===== src/wwmc_pkg.sv =====
// Shared types, constants and a helper function of the whole-word match counter.
package wwmc_pkg;

    localparam int QLEN_W      = 7;
    localparam int CNT_W       = 20;
    localparam int OFF_W       = 20;
    localparam int QWORDS      = 4;
    localparam int QUERY_STORE = 32;

    localparam logic [CNT_W-1:0] CNT_MAX = {CNT_W{1'b1}};

    localparam logic [2:0] REG_QUERY_0    = 3'd0;
    localparam logic [2:0] REG_QUERY_1    = 3'd1;
    localparam logic [2:0] REG_QUERY_2    = 3'd2;
    localparam logic [2:0] REG_QUERY_3    = 3'd3;
    localparam logic [2:0] REG_QUERY_LEN  = 3'd4;
    localparam logic [2:0] REG_CASE_INSEN = 3'd5;

    localparam logic [7:0] CHAR_0       = 8'h30;
    localparam logic [7:0] CHAR_9       = 8'h39;
    localparam logic [7:0] CHAR_UPPER_A = 8'h41;
    localparam logic [7:0] CHAR_UPPER_Z = 8'h5A;
    localparam logic [7:0] CHAR_LOWER_A = 8'h61;
    localparam logic [7:0] CHAR_LOWER_Z = 8'h7A;
    localparam logic [7:0] CASE_OFFSET  = 8'h20;

    typedef struct packed {
        logic [QLEN_W-1:0] qlen;
        logic              nocase;
    } wwmc_mode_t;

    function automatic logic is_word_char(input logic [7:0] b);
        logic r;
        r = ((b >= CHAR_0) && (b <= CHAR_9)) ||
            ((b >= CHAR_UPPER_A) && (b <= CHAR_UPPER_Z)) ||
            ((b >= CHAR_LOWER_A) && (b <= CHAR_LOWER_Z));
        return r;
    endfunction

endpackage


===== src/wwmc_cell.sv =====
// One cell of the history chain: holds a byte and compares the arriving byte.
module wwmc_cell
    import wwmc_pkg::*;
(
    input  logic       aclk,
    input  logic       aresetn,
    input  logic       shift_en,
    input  logic       clear,
    input  logic [7:0] byte_in,
    input  logic [7:0] query_byte,
    input  logic       active,
    output logic [7:0] byte_out,
    output logic       byte_eq,
    output logic       byte_word
);

    logic [7:0] byte_reg;
    logic [7:0] byte_next;

    always_comb begin
        byte_next = byte_reg;
        if (clear) begin
            byte_next = '0;
        end else if (shift_en) begin
            byte_next = byte_in;
        end
    end

    always_ff @(posedge aclk) begin
        if (!aresetn) begin
            byte_reg <= '0;
        end else begin
            byte_reg <= byte_next;
        end
    end

    assign byte_out  = byte_reg;
    assign byte_eq   = (byte_in == query_byte) || !active;
    assign byte_word = is_word_char(byte_in);

endmodule


===== src/wwmc_cfg.sv =====
// Configuration registers with the APB port and the right-aligned query bytes.
module wwmc_cfg
    import wwmc_pkg::*;
#(
    parameter int MAX_QUERY_BYTES = 32
) (
    input  logic                         aclk,
    input  logic                         aresetn,
    input  logic                         psel,
    input  logic                         penable,
    input  logic                         pwrite,
    input  logic [5:0]                   paddr,
    input  logic [63:0]                  pwdata,
    output logic [63:0]                  prdata,
    output logic                         pready,
    output wwmc_mode_t                   mode,
    output logic [MAX_QUERY_BYTES*8-1:0] aligned_query
);

    logic [63:0] qword_reg [QWORDS];
    logic [5:0]  qlen_reg;
    logic        nocase_reg;
    logic        wr_en;
    logic [2:0]  reg_sel;
    logic [QLEN_W-1:0] qlen_eff;
    logic [QUERY_STORE*8-1:0] query_flat;

    assign pready  = 1'b1;
    assign wr_en   = psel && penable && pwrite;
    assign reg_sel = paddr[5:3];

    always_ff @(posedge aclk) begin
        if (!aresetn) begin
            for (int i = 0; i < QWORDS; i++) begin
                qword_reg[i] <= '0;
            end
            qlen_reg   <= 6'd1;
            nocase_reg <= 1'b1;
        end else if (wr_en) begin
            unique case (reg_sel)
                REG_QUERY_0:    qword_reg[0] <= pwdata;
                REG_QUERY_1:    qword_reg[1] <= pwdata;
                REG_QUERY_2:    qword_reg[2] <= pwdata;
                REG_QUERY_3:    qword_reg[3] <= pwdata;
                REG_QUERY_LEN:  qlen_reg     <= pwdata[5:0];
                REG_CASE_INSEN: nocase_reg   <= pwdata[0];
                default: begin
                end
            endcase
        end
    end

    always_comb begin
        unique case (reg_sel)
            REG_QUERY_0:    prdata = qword_reg[0];
            REG_QUERY_1:    prdata = qword_reg[1];
            REG_QUERY_2:    prdata = qword_reg[2];
            REG_QUERY_3:    prdata = qword_reg[3];
            REG_QUERY_LEN:  prdata = {58'd0, qlen_reg};
            REG_CASE_INSEN: prdata = {63'd0, nocase_reg};
            default:        prdata = '0;
        endcase
    end

    always_comb begin
        if ({1'b0, qlen_reg} > QLEN_W'(MAX_QUERY_BYTES)) begin
            qlen_eff = QLEN_W'(MAX_QUERY_BYTES);
        end else begin
            qlen_eff = {1'b0, qlen_reg};
        end
    end

    assign query_flat  = {qword_reg[3], qword_reg[2], qword_reg[1], qword_reg[0]};
    assign mode.qlen   = qlen_eff;
    assign mode.nocase = nocase_reg;

    // Cell k compares the byte k places back, so it faces query byte qlen-1-k.
    always_comb begin
        logic [QLEN_W-1:0] idx;
        aligned_query = '0;
        for (int k = 0; k < MAX_QUERY_BYTES; k++) begin
            idx = qlen_eff - QLEN_W'(k) - QLEN_W'(1);
            if ((QLEN_W'(k) < qlen_eff) && (idx < QLEN_W'(QUERY_STORE))) begin
                aligned_query[k*8 +: 8] = query_flat[idx[4:0]*8 +: 8];
            end
        end
    end

endmodule


===== src/whole_word_match_counter_unit.sv =====
// Top level of the whole-word match counter: cell chain, hit tracking and result register.
//
//  Channel  Ports                      Direction  Carries
//  s_       s_valid s_ready s_op ...   in         one text byte or end of document
//  m_       m_valid m_ready m_hit...   out        count, first offset and flags
//  APB      psel penable pwrite ...    in         query bytes, length, case mode
//
// One item is taken in every cycle while the input is not stalled; the cell chain
// compares the whole window in the cycle the byte arrives.
// An end-of-document item registers its result in the output register.
// The input stalls only while that register holds a result that is not taken.
// Reset is synchronous; it and every end of document clear the chain and the tallies.
module whole_word_match_counter_unit
    import wwmc_pkg::*;
#(
    parameter int MAX_QUERY_BYTES = 32,
    parameter int POSITION_BITS   = 20
) (
    input  logic              aclk,
    input  logic              aresetn,
    input  logic              s_valid,
    output logic              s_ready,
    input  logic              s_op,
    input  logic [7:0]        s_text_byte,
    output logic              m_valid,
    input  logic              m_ready,
    output logic [CNT_W-1:0]  m_hit_count,
    output logic [OFF_W-1:0]  m_first_match_offset,
    output logic              m_any_match,
    output logic              m_too_long,
    input  logic              psel,
    input  logic              penable,
    input  logic              pwrite,
    input  logic [5:0]        paddr,
    input  logic [63:0]       pwdata,
    output logic [63:0]       prdata,
    output logic              pready
);

    localparam int PW   = POSITION_BITS;
    localparam int NC   = MAX_QUERY_BYTES;
    localparam int QI_W = $clog2(NC + 1);

    wwmc_mode_t          mode;
    logic [NC*8-1:0]     aligned_query;

    logic                in_fire;
    logic                text_fire;
    logic                eod_fire;
    logic [7:0]          byte_lc;
    logic                at_max;
    logic                shift_en;
    logic [7:0]          chain [NC+2];
    logic [NC:0]         cell_eq;
    logic [NC:0]         cell_word;
    logic [NC:0]         cell_active;
    logic                all_eq;
    logic [QI_W-1:0]     qlen_idx;
    logic                before_word;
    logic [PW-1:0]       pos_p1;
    logic [PW-1:0]       qlen_ext;
    logic [PW-1:0]       start_pos;
    logic                raw_hit;
    logic                new_pending;
    logic                resolve;

    logic [PW-1:0]       pos_reg,     pos_next;
    logic [PW-1:0]       nas_reg,     nas_next;
    logic                pend_reg,    pend_next;
    logic [PW-1:0]       pstart_reg,  pstart_next;
    logic [CNT_W-1:0]    count_reg,   count_next;
    logic [PW-1:0]       first_reg,   first_next;
    logic                seen_reg,    seen_next;
    logic                ovf_reg,     ovf_next;
    logic [CNT_W-1:0]    tally_count;
    logic [PW-1:0]       tally_first;
    logic                tally_seen;
    logic [PW+OFF_W-1:0] first_wide;

    logic                ovalid_reg,  ovalid_next;
    logic [CNT_W-1:0]    ocount_reg;
    logic [OFF_W-1:0]    ooff_reg;
    logic                oany_reg;
    logic                olong_reg;

    wwmc_cfg #(
        .MAX_QUERY_BYTES (MAX_QUERY_BYTES)
    ) u_cfg (
        .aclk          (aclk),
        .aresetn       (aresetn),
        .psel          (psel),
        .penable       (penable),
        .pwrite        (pwrite),
        .paddr         (paddr),
        .pwdata        (pwdata),
        .prdata        (prdata),
        .pready        (pready),
        .mode          (mode),
        .aligned_query (aligned_query)
    );

    assign s_ready   = !ovalid_reg || m_ready;
    assign in_fire   = s_valid && s_ready;
    assign text_fire = in_fire && !s_op;
    assign eod_fire  = in_fire && s_op;

    always_comb begin
        byte_lc = s_text_byte;
        if (mode.nocase && (s_text_byte >= CHAR_UPPER_A) && (s_text_byte <= CHAR_UPPER_Z)) begin
            byte_lc = s_text_byte + CASE_OFFSET;
        end
    end

    assign at_max   = (pos_reg == {PW{1'b1}});
    assign shift_en = text_fire && !at_max;
    assign chain[0] = byte_lc;

    genvar k;
    generate
        for (k = 0; k <= NC; k++) begin : g_cell
            logic [7:0] qbyte;
            if (k < NC) begin : g_cmp
                assign qbyte          = aligned_query[k*8 +: 8];
                assign cell_active[k] = (QLEN_W'(k) < mode.qlen);
            end else begin : g_tail
                assign qbyte          = '0;
                assign cell_active[k] = 1'b0;
            end
            wwmc_cell u_cell (
                .aclk       (aclk),
                .aresetn    (aresetn),
                .shift_en   (shift_en),
                .clear      (eod_fire),
                .byte_in    (chain[k]),
                .query_byte (qbyte),
                .active     (cell_active[k]),
                .byte_out   (chain[k+1]),
                .byte_eq    (cell_eq[k]),
                .byte_word  (cell_word[k])
            );
        end
    endgenerate

    assign all_eq      = &cell_eq;
    assign qlen_idx    = mode.qlen[QI_W-1:0];
    assign before_word = cell_word[qlen_idx];

    assign pos_p1    = pos_reg + PW'(1);
    assign qlen_ext  = {{(PW-QLEN_W){1'b0}}, mode.qlen};
    assign start_pos = pos_p1 - qlen_ext;

    assign raw_hit = shift_en && (mode.qlen != '0) && (pos_p1 >= qlen_ext) &&
                     (start_pos >= nas_reg) && all_eq;
    assign new_pending = raw_hit && !before_word;
    assign resolve = pend_reg && (eod_fire || (text_fire && !is_word_char(byte_lc)));

    always_comb begin
        tally_count = count_reg;
        tally_first = first_reg;
        tally_seen  = seen_reg;
        if (resolve) begin
            if (!seen_reg) begin
                tally_seen  = 1'b1;
                tally_first = pstart_reg;
            end
            if (count_reg != CNT_MAX) begin
                tally_count = count_reg + CNT_W'(1);
            end
        end
    end

    always_comb begin
        pos_next    = pos_reg;
        nas_next    = nas_reg;
        pend_next   = pend_reg;
        pstart_next = pstart_reg;
        count_next  = tally_count;
        first_next  = tally_first;
        seen_next   = tally_seen;
        ovf_next    = ovf_reg;
        if (eod_fire) begin
            pos_next    = '0;
            nas_next    = '0;
            pend_next   = 1'b0;
            pstart_next = '0;
            count_next  = '0;
            first_next  = '0;
            seen_next   = 1'b0;
            ovf_next    = 1'b0;
        end else if (text_fire) begin
            pend_next = new_pending;
            if (at_max) begin
                ovf_next = 1'b1;
            end else begin
                pos_next = pos_p1;
            end
            if (raw_hit) begin
                nas_next = pos_p1;
            end
            if (new_pending) begin
                pstart_next = start_pos;
            end
        end
    end

    always_ff @(posedge aclk) begin
        if (!aresetn) begin
            pos_reg    <= '0;
            nas_reg    <= '0;
            pend_reg   <= 1'b0;
            pstart_reg <= '0;
            count_reg  <= '0;
            first_reg  <= '0;
            seen_reg   <= 1'b0;
            ovf_reg    <= 1'b0;
        end else begin
            pos_reg    <= pos_next;
            nas_reg    <= nas_next;
            pend_reg   <= pend_next;
            pstart_reg <= pstart_next;
            count_reg  <= count_next;
            first_reg  <= first_next;
            seen_reg   <= seen_next;
            ovf_reg    <= ovf_next;
        end
    end

    assign first_wide  = {{OFF_W{1'b0}}, tally_first};
    assign ovalid_next = eod_fire || (ovalid_reg && !m_ready);

    always_ff @(posedge aclk) begin
        if (!aresetn) begin
            ovalid_reg <= 1'b0;
        end else begin
            ovalid_reg <= ovalid_next;
        end
    end

    always_ff @(posedge aclk) begin
        if (eod_fire) begin
            ocount_reg <= tally_count;
            ooff_reg   <= tally_seen ? first_wide[OFF_W-1:0] : '0;
            oany_reg   <= tally_seen;
            olong_reg  <= ovf_reg;
        end
    end

    assign m_valid              = ovalid_reg;
    assign m_hit_count          = ocount_reg;
    assign m_first_match_offset = ooff_reg;
    assign m_any_match          = oany_reg;
    assign m_too_long           = olong_reg;

endmodule

===== config.mk =====
export PLATFORM = sky130hd
export DESIGN_NAME = whole_word_match_counter_unit
export DESIGN_NICKNAME = d
export VERILOG_FILES = /design/src/wwmc_pkg.sv /design/src/wwmc_cell.sv /design/src/wwmc_cfg.sv /design/src/whole_word_match_counter_unit.sv
export SDC_FILE = /design/constraint.sdc
export NUM_CORES = 2
export LEC_CHECK = 0
export BUFFER_PORTS_ARGS = -buffer_cell sky130_fd_sc_hd__buf_4
export CAP_MARGIN = 20
export CORE_MARGIN = 2
export CORE_UTILIZATION = 30
export CTS_CLUSTER_DIAMETER = 30
export DETAILED_ROUTE_END_ITERATION = 6
export PLACE_DENSITY_LB_ADDON = 0.1
export SYNTH_ARGS = -nofsm -noshare
export SYNTH_HDL_FRONTEND = slang
export SYNTH_SLANG_ARGS = --single-unit

===== constraint.sdc =====
create_clock -name aclk -period 8.3 [get_ports aclk]
set_clock_uncertainty 0.2 [all_clocks]
set_input_delay 0.83 -clock aclk [delete_from_list [all_inputs] [get_ports aclk]]
set_output_delay 0.83 -clock aclk [all_outputs]
set_load 0.01 [all_outputs]

==> flow_metrics.env <==
export IMPL_cts_sinks=665
export IMPL_synth_compound_gate_area_share_pct=25.9
export IMPL_grt_pass1_vias=65121
export IMPL_outcome="finished with violations"
export IMPL_ys_types=112
export IMPL_initial_core_util_pct=30.2
export IMPL_critPathLaunchType="flop"
export IMPL_ctsHoldBuffers=0
export IMPL_syn_cell_area_mm2=0.0618
export IMPL_synth_nets=7907
export IMPL_syn_inst=7774
export IMPL_maxCapViolCount=0
export IMPL_grt_max_degree=164
export IMPL_yosys_warnings=0
export IMPL_placed_cell_area_mm2=0.0671
export IMPL_seq_area_frac_synth_pct=26.4
export IMPL_dieArea_mm2=0.210
export IMPL_p_per_area_mw_per_mm2=176
export IMPL_cts_repair_resized=0
export IMPL_post_cts_buffers=0
export IMPL_syn2layout_area_growth_pct=18.6
export IMPL_hold_slack_ns=0.0593
export IMPL_p_int_w=0.00871
export IMPL_max_clock_path_buffers=3
export IMPL_worstPathBufferInverterCount=6
export IMPL_portBuffers=190
export IMPL_violations="design-rule violations"
export IMPL_ys_seq_elements=665
export IMPL_fmax_mhz=137
export IMPL_synth_top_family_by_area="compound AO/OA/AOI/OAI gates"
export IMPL_drt_total_wl_um=482000
export IMPL_grt_util_met3_pct=13.9
export IMPL_ioPinCount=195
export IMPL_slew_viol_final=0
export IMPL_ys_flop_type="dfxtp_1"
export IMPL_antenna_found_initial=57
export IMPL_worstSetupPathType="flop to flop"
export IMPL_fp_row_count=166
export IMPL_gr_usage_met1_pct=55.3
export IMPL_yosysTopAreaCell="edfxtp_1"
export IMPL_coreArea_mm2=0.205
export IMPL_synth_fa_ha_area_share_pct=0.963
export IMPL_cp_max_fo=34
export IMPL_synth_common_cells="nand2_1, a21oi_1, mux2i_1"
export IMPL_hp_start="s_text_byte[2]"
export IMPL_dr_pass1_iters=7
export IMPL_final_nets=7953
export IMPL_worst_slew_pin_slew_ns=1.28
export IMPL_cts_buffers=177
export IMPL_place_congestion=1.07
export IMPL_min_period_over_period_pct=88.1
export IMPL_wl_per_cell_um=45.1
export IMPL_vias_per_cell=6.67
export IMPL_synth_most_common_cell="nand2_1"
export IMPL_remaining_drc_errors=2
export IMPL_dpl_hpwl_um=377000
export IMPL_r2r_start="u_cfg.qlen_reg[5]"
export IMPL_crit_arrival_ns=7.82
export IMPL_final_hold_viol_count=0
export IMPL_switchingPower_w=0.00421
export IMPL_pwr_share_comb_pct=17.1
export IMPL_synthArstFlopShare_pct=0
export IMPL_startpoint="u_cfg.qlen_reg[5]"
export IMPL_cts_tree="built"
export IMPL_cp_slowest_stage_delay_ns=0.96
export IMPL_vdd_drop_max_mv=0.226
export IMPL_period_needed_ns=7.31
export IMPL_synth_top_area_share_pct=14.5
export IMPL_final_cell_area_mm2=0.0733
export IMPL_setup_tns_ns=0
export IMPL_fp_dieH_um=458
export IMPL_synthSimpleGateAreaFrac_pct=25.0
export IMPL_grt_first_pass_wirelength_um=628000
export IMPL_switching_share_pct=32.6
export IMPL_synth_area_leaders="edfxtp_1, dfxtp_1, nand2_1"
export IMPL_crit_required_ns=8.81
export IMPL_synth_xor_area_share_pct=3.06
export IMPL_grt_setup_unrepaired="no"
export IMPL_clockPowerShare_pct=53.0
export IMPL_ctsHtreeMaxLevel=4
export IMPL_fillCellCount=21294
export IMPL_path_clk_slew_ns=0.04
export IMPL_final_util_pct=35.8
export IMPL_cp_cell_sequence="buf_4, nand2b_4, ha_4, inv_2, xnor2_2, buf_4, a2111oi_0, o41ai_1, and3_1, o22ai_1, or4_1, a221oi_1, buf_4, nand4_1, nor4_2, nand4_1, buf_4, nor2_1, buf_4, a211oi_1"
export IMPL_max_slew_margin_pct=12.4
export IMPL_cts_root_buf="clkbuf_16"
export IMPL_min_delay_path_class="input pin to flop"
export IMPL_antenna_left=0
export IMPL_rr_worst_depth=20
export IMPL_crit_top_cell="buf_4"
export IMPL_avgSynthCellArea_um2=7.95
export IMPL_whs_path_depth=3
export IMPL_power_leakage_nw=27.0
export IMPL_layout_drive_gt1_share_pct=16.3
export IMPL_synth_edf_count=298
export IMPL_overflow=0
export IMPL_r2r_setup_slack_ns=0.99
export IMPL_crit_cells=20
export IMPL_synthMuxAreaShare_pct=12.4
export IMPL_endpoint_kind="flop"
export IMPL_hold_end="g_cell[0].u_cell.byte_out[2]"
export IMPL_drt_iter0_markers=10430
export IMPL_grt_busiest_layer="met2"
export IMPL_use_met2_pct=62.4
export IMPL_track_usage_pct=44.3
export IMPL_cpLargestDelayFamily="simple AND/OR/NAND/NOR gates"
export IMPL_setup_violations=0
export IMPL_vias=71368
export IMPL_seq_power_share_pct=29.9
export IMPL_rr_endpoint="nas_reg[18]"
export IMPL_critPathSlowestCell="o41ai_1"
export IMPL_die_x_um=458
export IMPL_worstSkewPairLatency_ns=0.86
## layout by cell type, fill, tap and decap left out, types with 146 or more instances in the layout
cell | synthesis | layout
nor3_1 | 253 | 251
edfxtp_1 | 298 | 298
o21ai_0 | 214 | 207
clkbuf_16 | 0 | 180
mux2i_1 | 422 | 419
nand3_1 | 223 | 223
a21oi_1 | 613 | 613
inv_1 | 149 | 146
nand2_1 | 1166 | 1165
a22oi_1 | 201 | 201
nor2_1 | 377 | 367
dfxtp_1 | 367 | 362
buf_4 | 55 | 567
and2_1 | 302 | 299
## metal layers
| metal | vias to the layer above | wire (um) |
|---|---|---|
| li1 | 29576 | - |
| met4 | 16 | 46400 |
| met1 | 35932 | 190000 |
| met5 | - | 126 |
| met2 | 4704 | 195000 |
| met3 | 1140 | 51700 |
## through the flow
stage                     power (W)  setup WS (ns)  std cells
after global routing         0.0132          0.808      10669
after CTS                    0.0129           1.23      10655
after global placement      0.00598           1.15      10322
after detailed placement    0.00598           1.19      10327
final                        0.0129          0.988      10698
after floorplan             0.00470           1.37       7774
## power groups by stage
stage                     combinational (W)  sequential, W  clock [W]
after global placement              0.00210        0.00388          0
after detailed placement            0.00210        0.00388          0
after floorplan                     0.00104        0.00366          0
after CTS                           0.00211        0.00382    0.00693
after global routing                0.00222        0.00383    0.00710
final                               0.00221        0.00386    0.00686
## area by class of cell
cell class                 instances  area (um^2)  share of cell area (%)
inverter                         156          603                   0.822
multi-input combinational       6223        42000                    57.3
clock buffer                     223         4870                    6.64
sequential                       665        16300                    22.2
clock inverter                   105         1210                    1.65
antenna                           41          103                   0.140
tap                             2688         3360                    4.59
timing repair buffer             597         4840                    6.60
## worst max path at each step
stage                      to  slack, ns
6_report          nas_reg[18]       0.99
3_5_place_dp   pstart_reg[11]       1.19
4_1_cts        pstart_reg[11]       1.23
3_3_place_gp      nas_reg[17]       1.15
2_1_floorplan  pstart_reg[10]       1.37
5_1_grt         pstart_reg[4]       0.81
## cells by family after synthesis
family,count (synthesis)
AOI/OAI and AO/OA,2273
xor gates and xnor gates,214
adders and majority gates,47
buffers and inverters,886
DFF,665
muxes,611
other,1
and+or+nand+nor,3077
## worst min-delay path: cells and delay by family
kind / cells / cell delay (ns)
and+or+nand+nor: 1 / 0.06
AOI/OAI and AO/OA: 1 / 0.05
buffers and inverters: 1 / 0.13
Power figures use the tool's default switching activity.
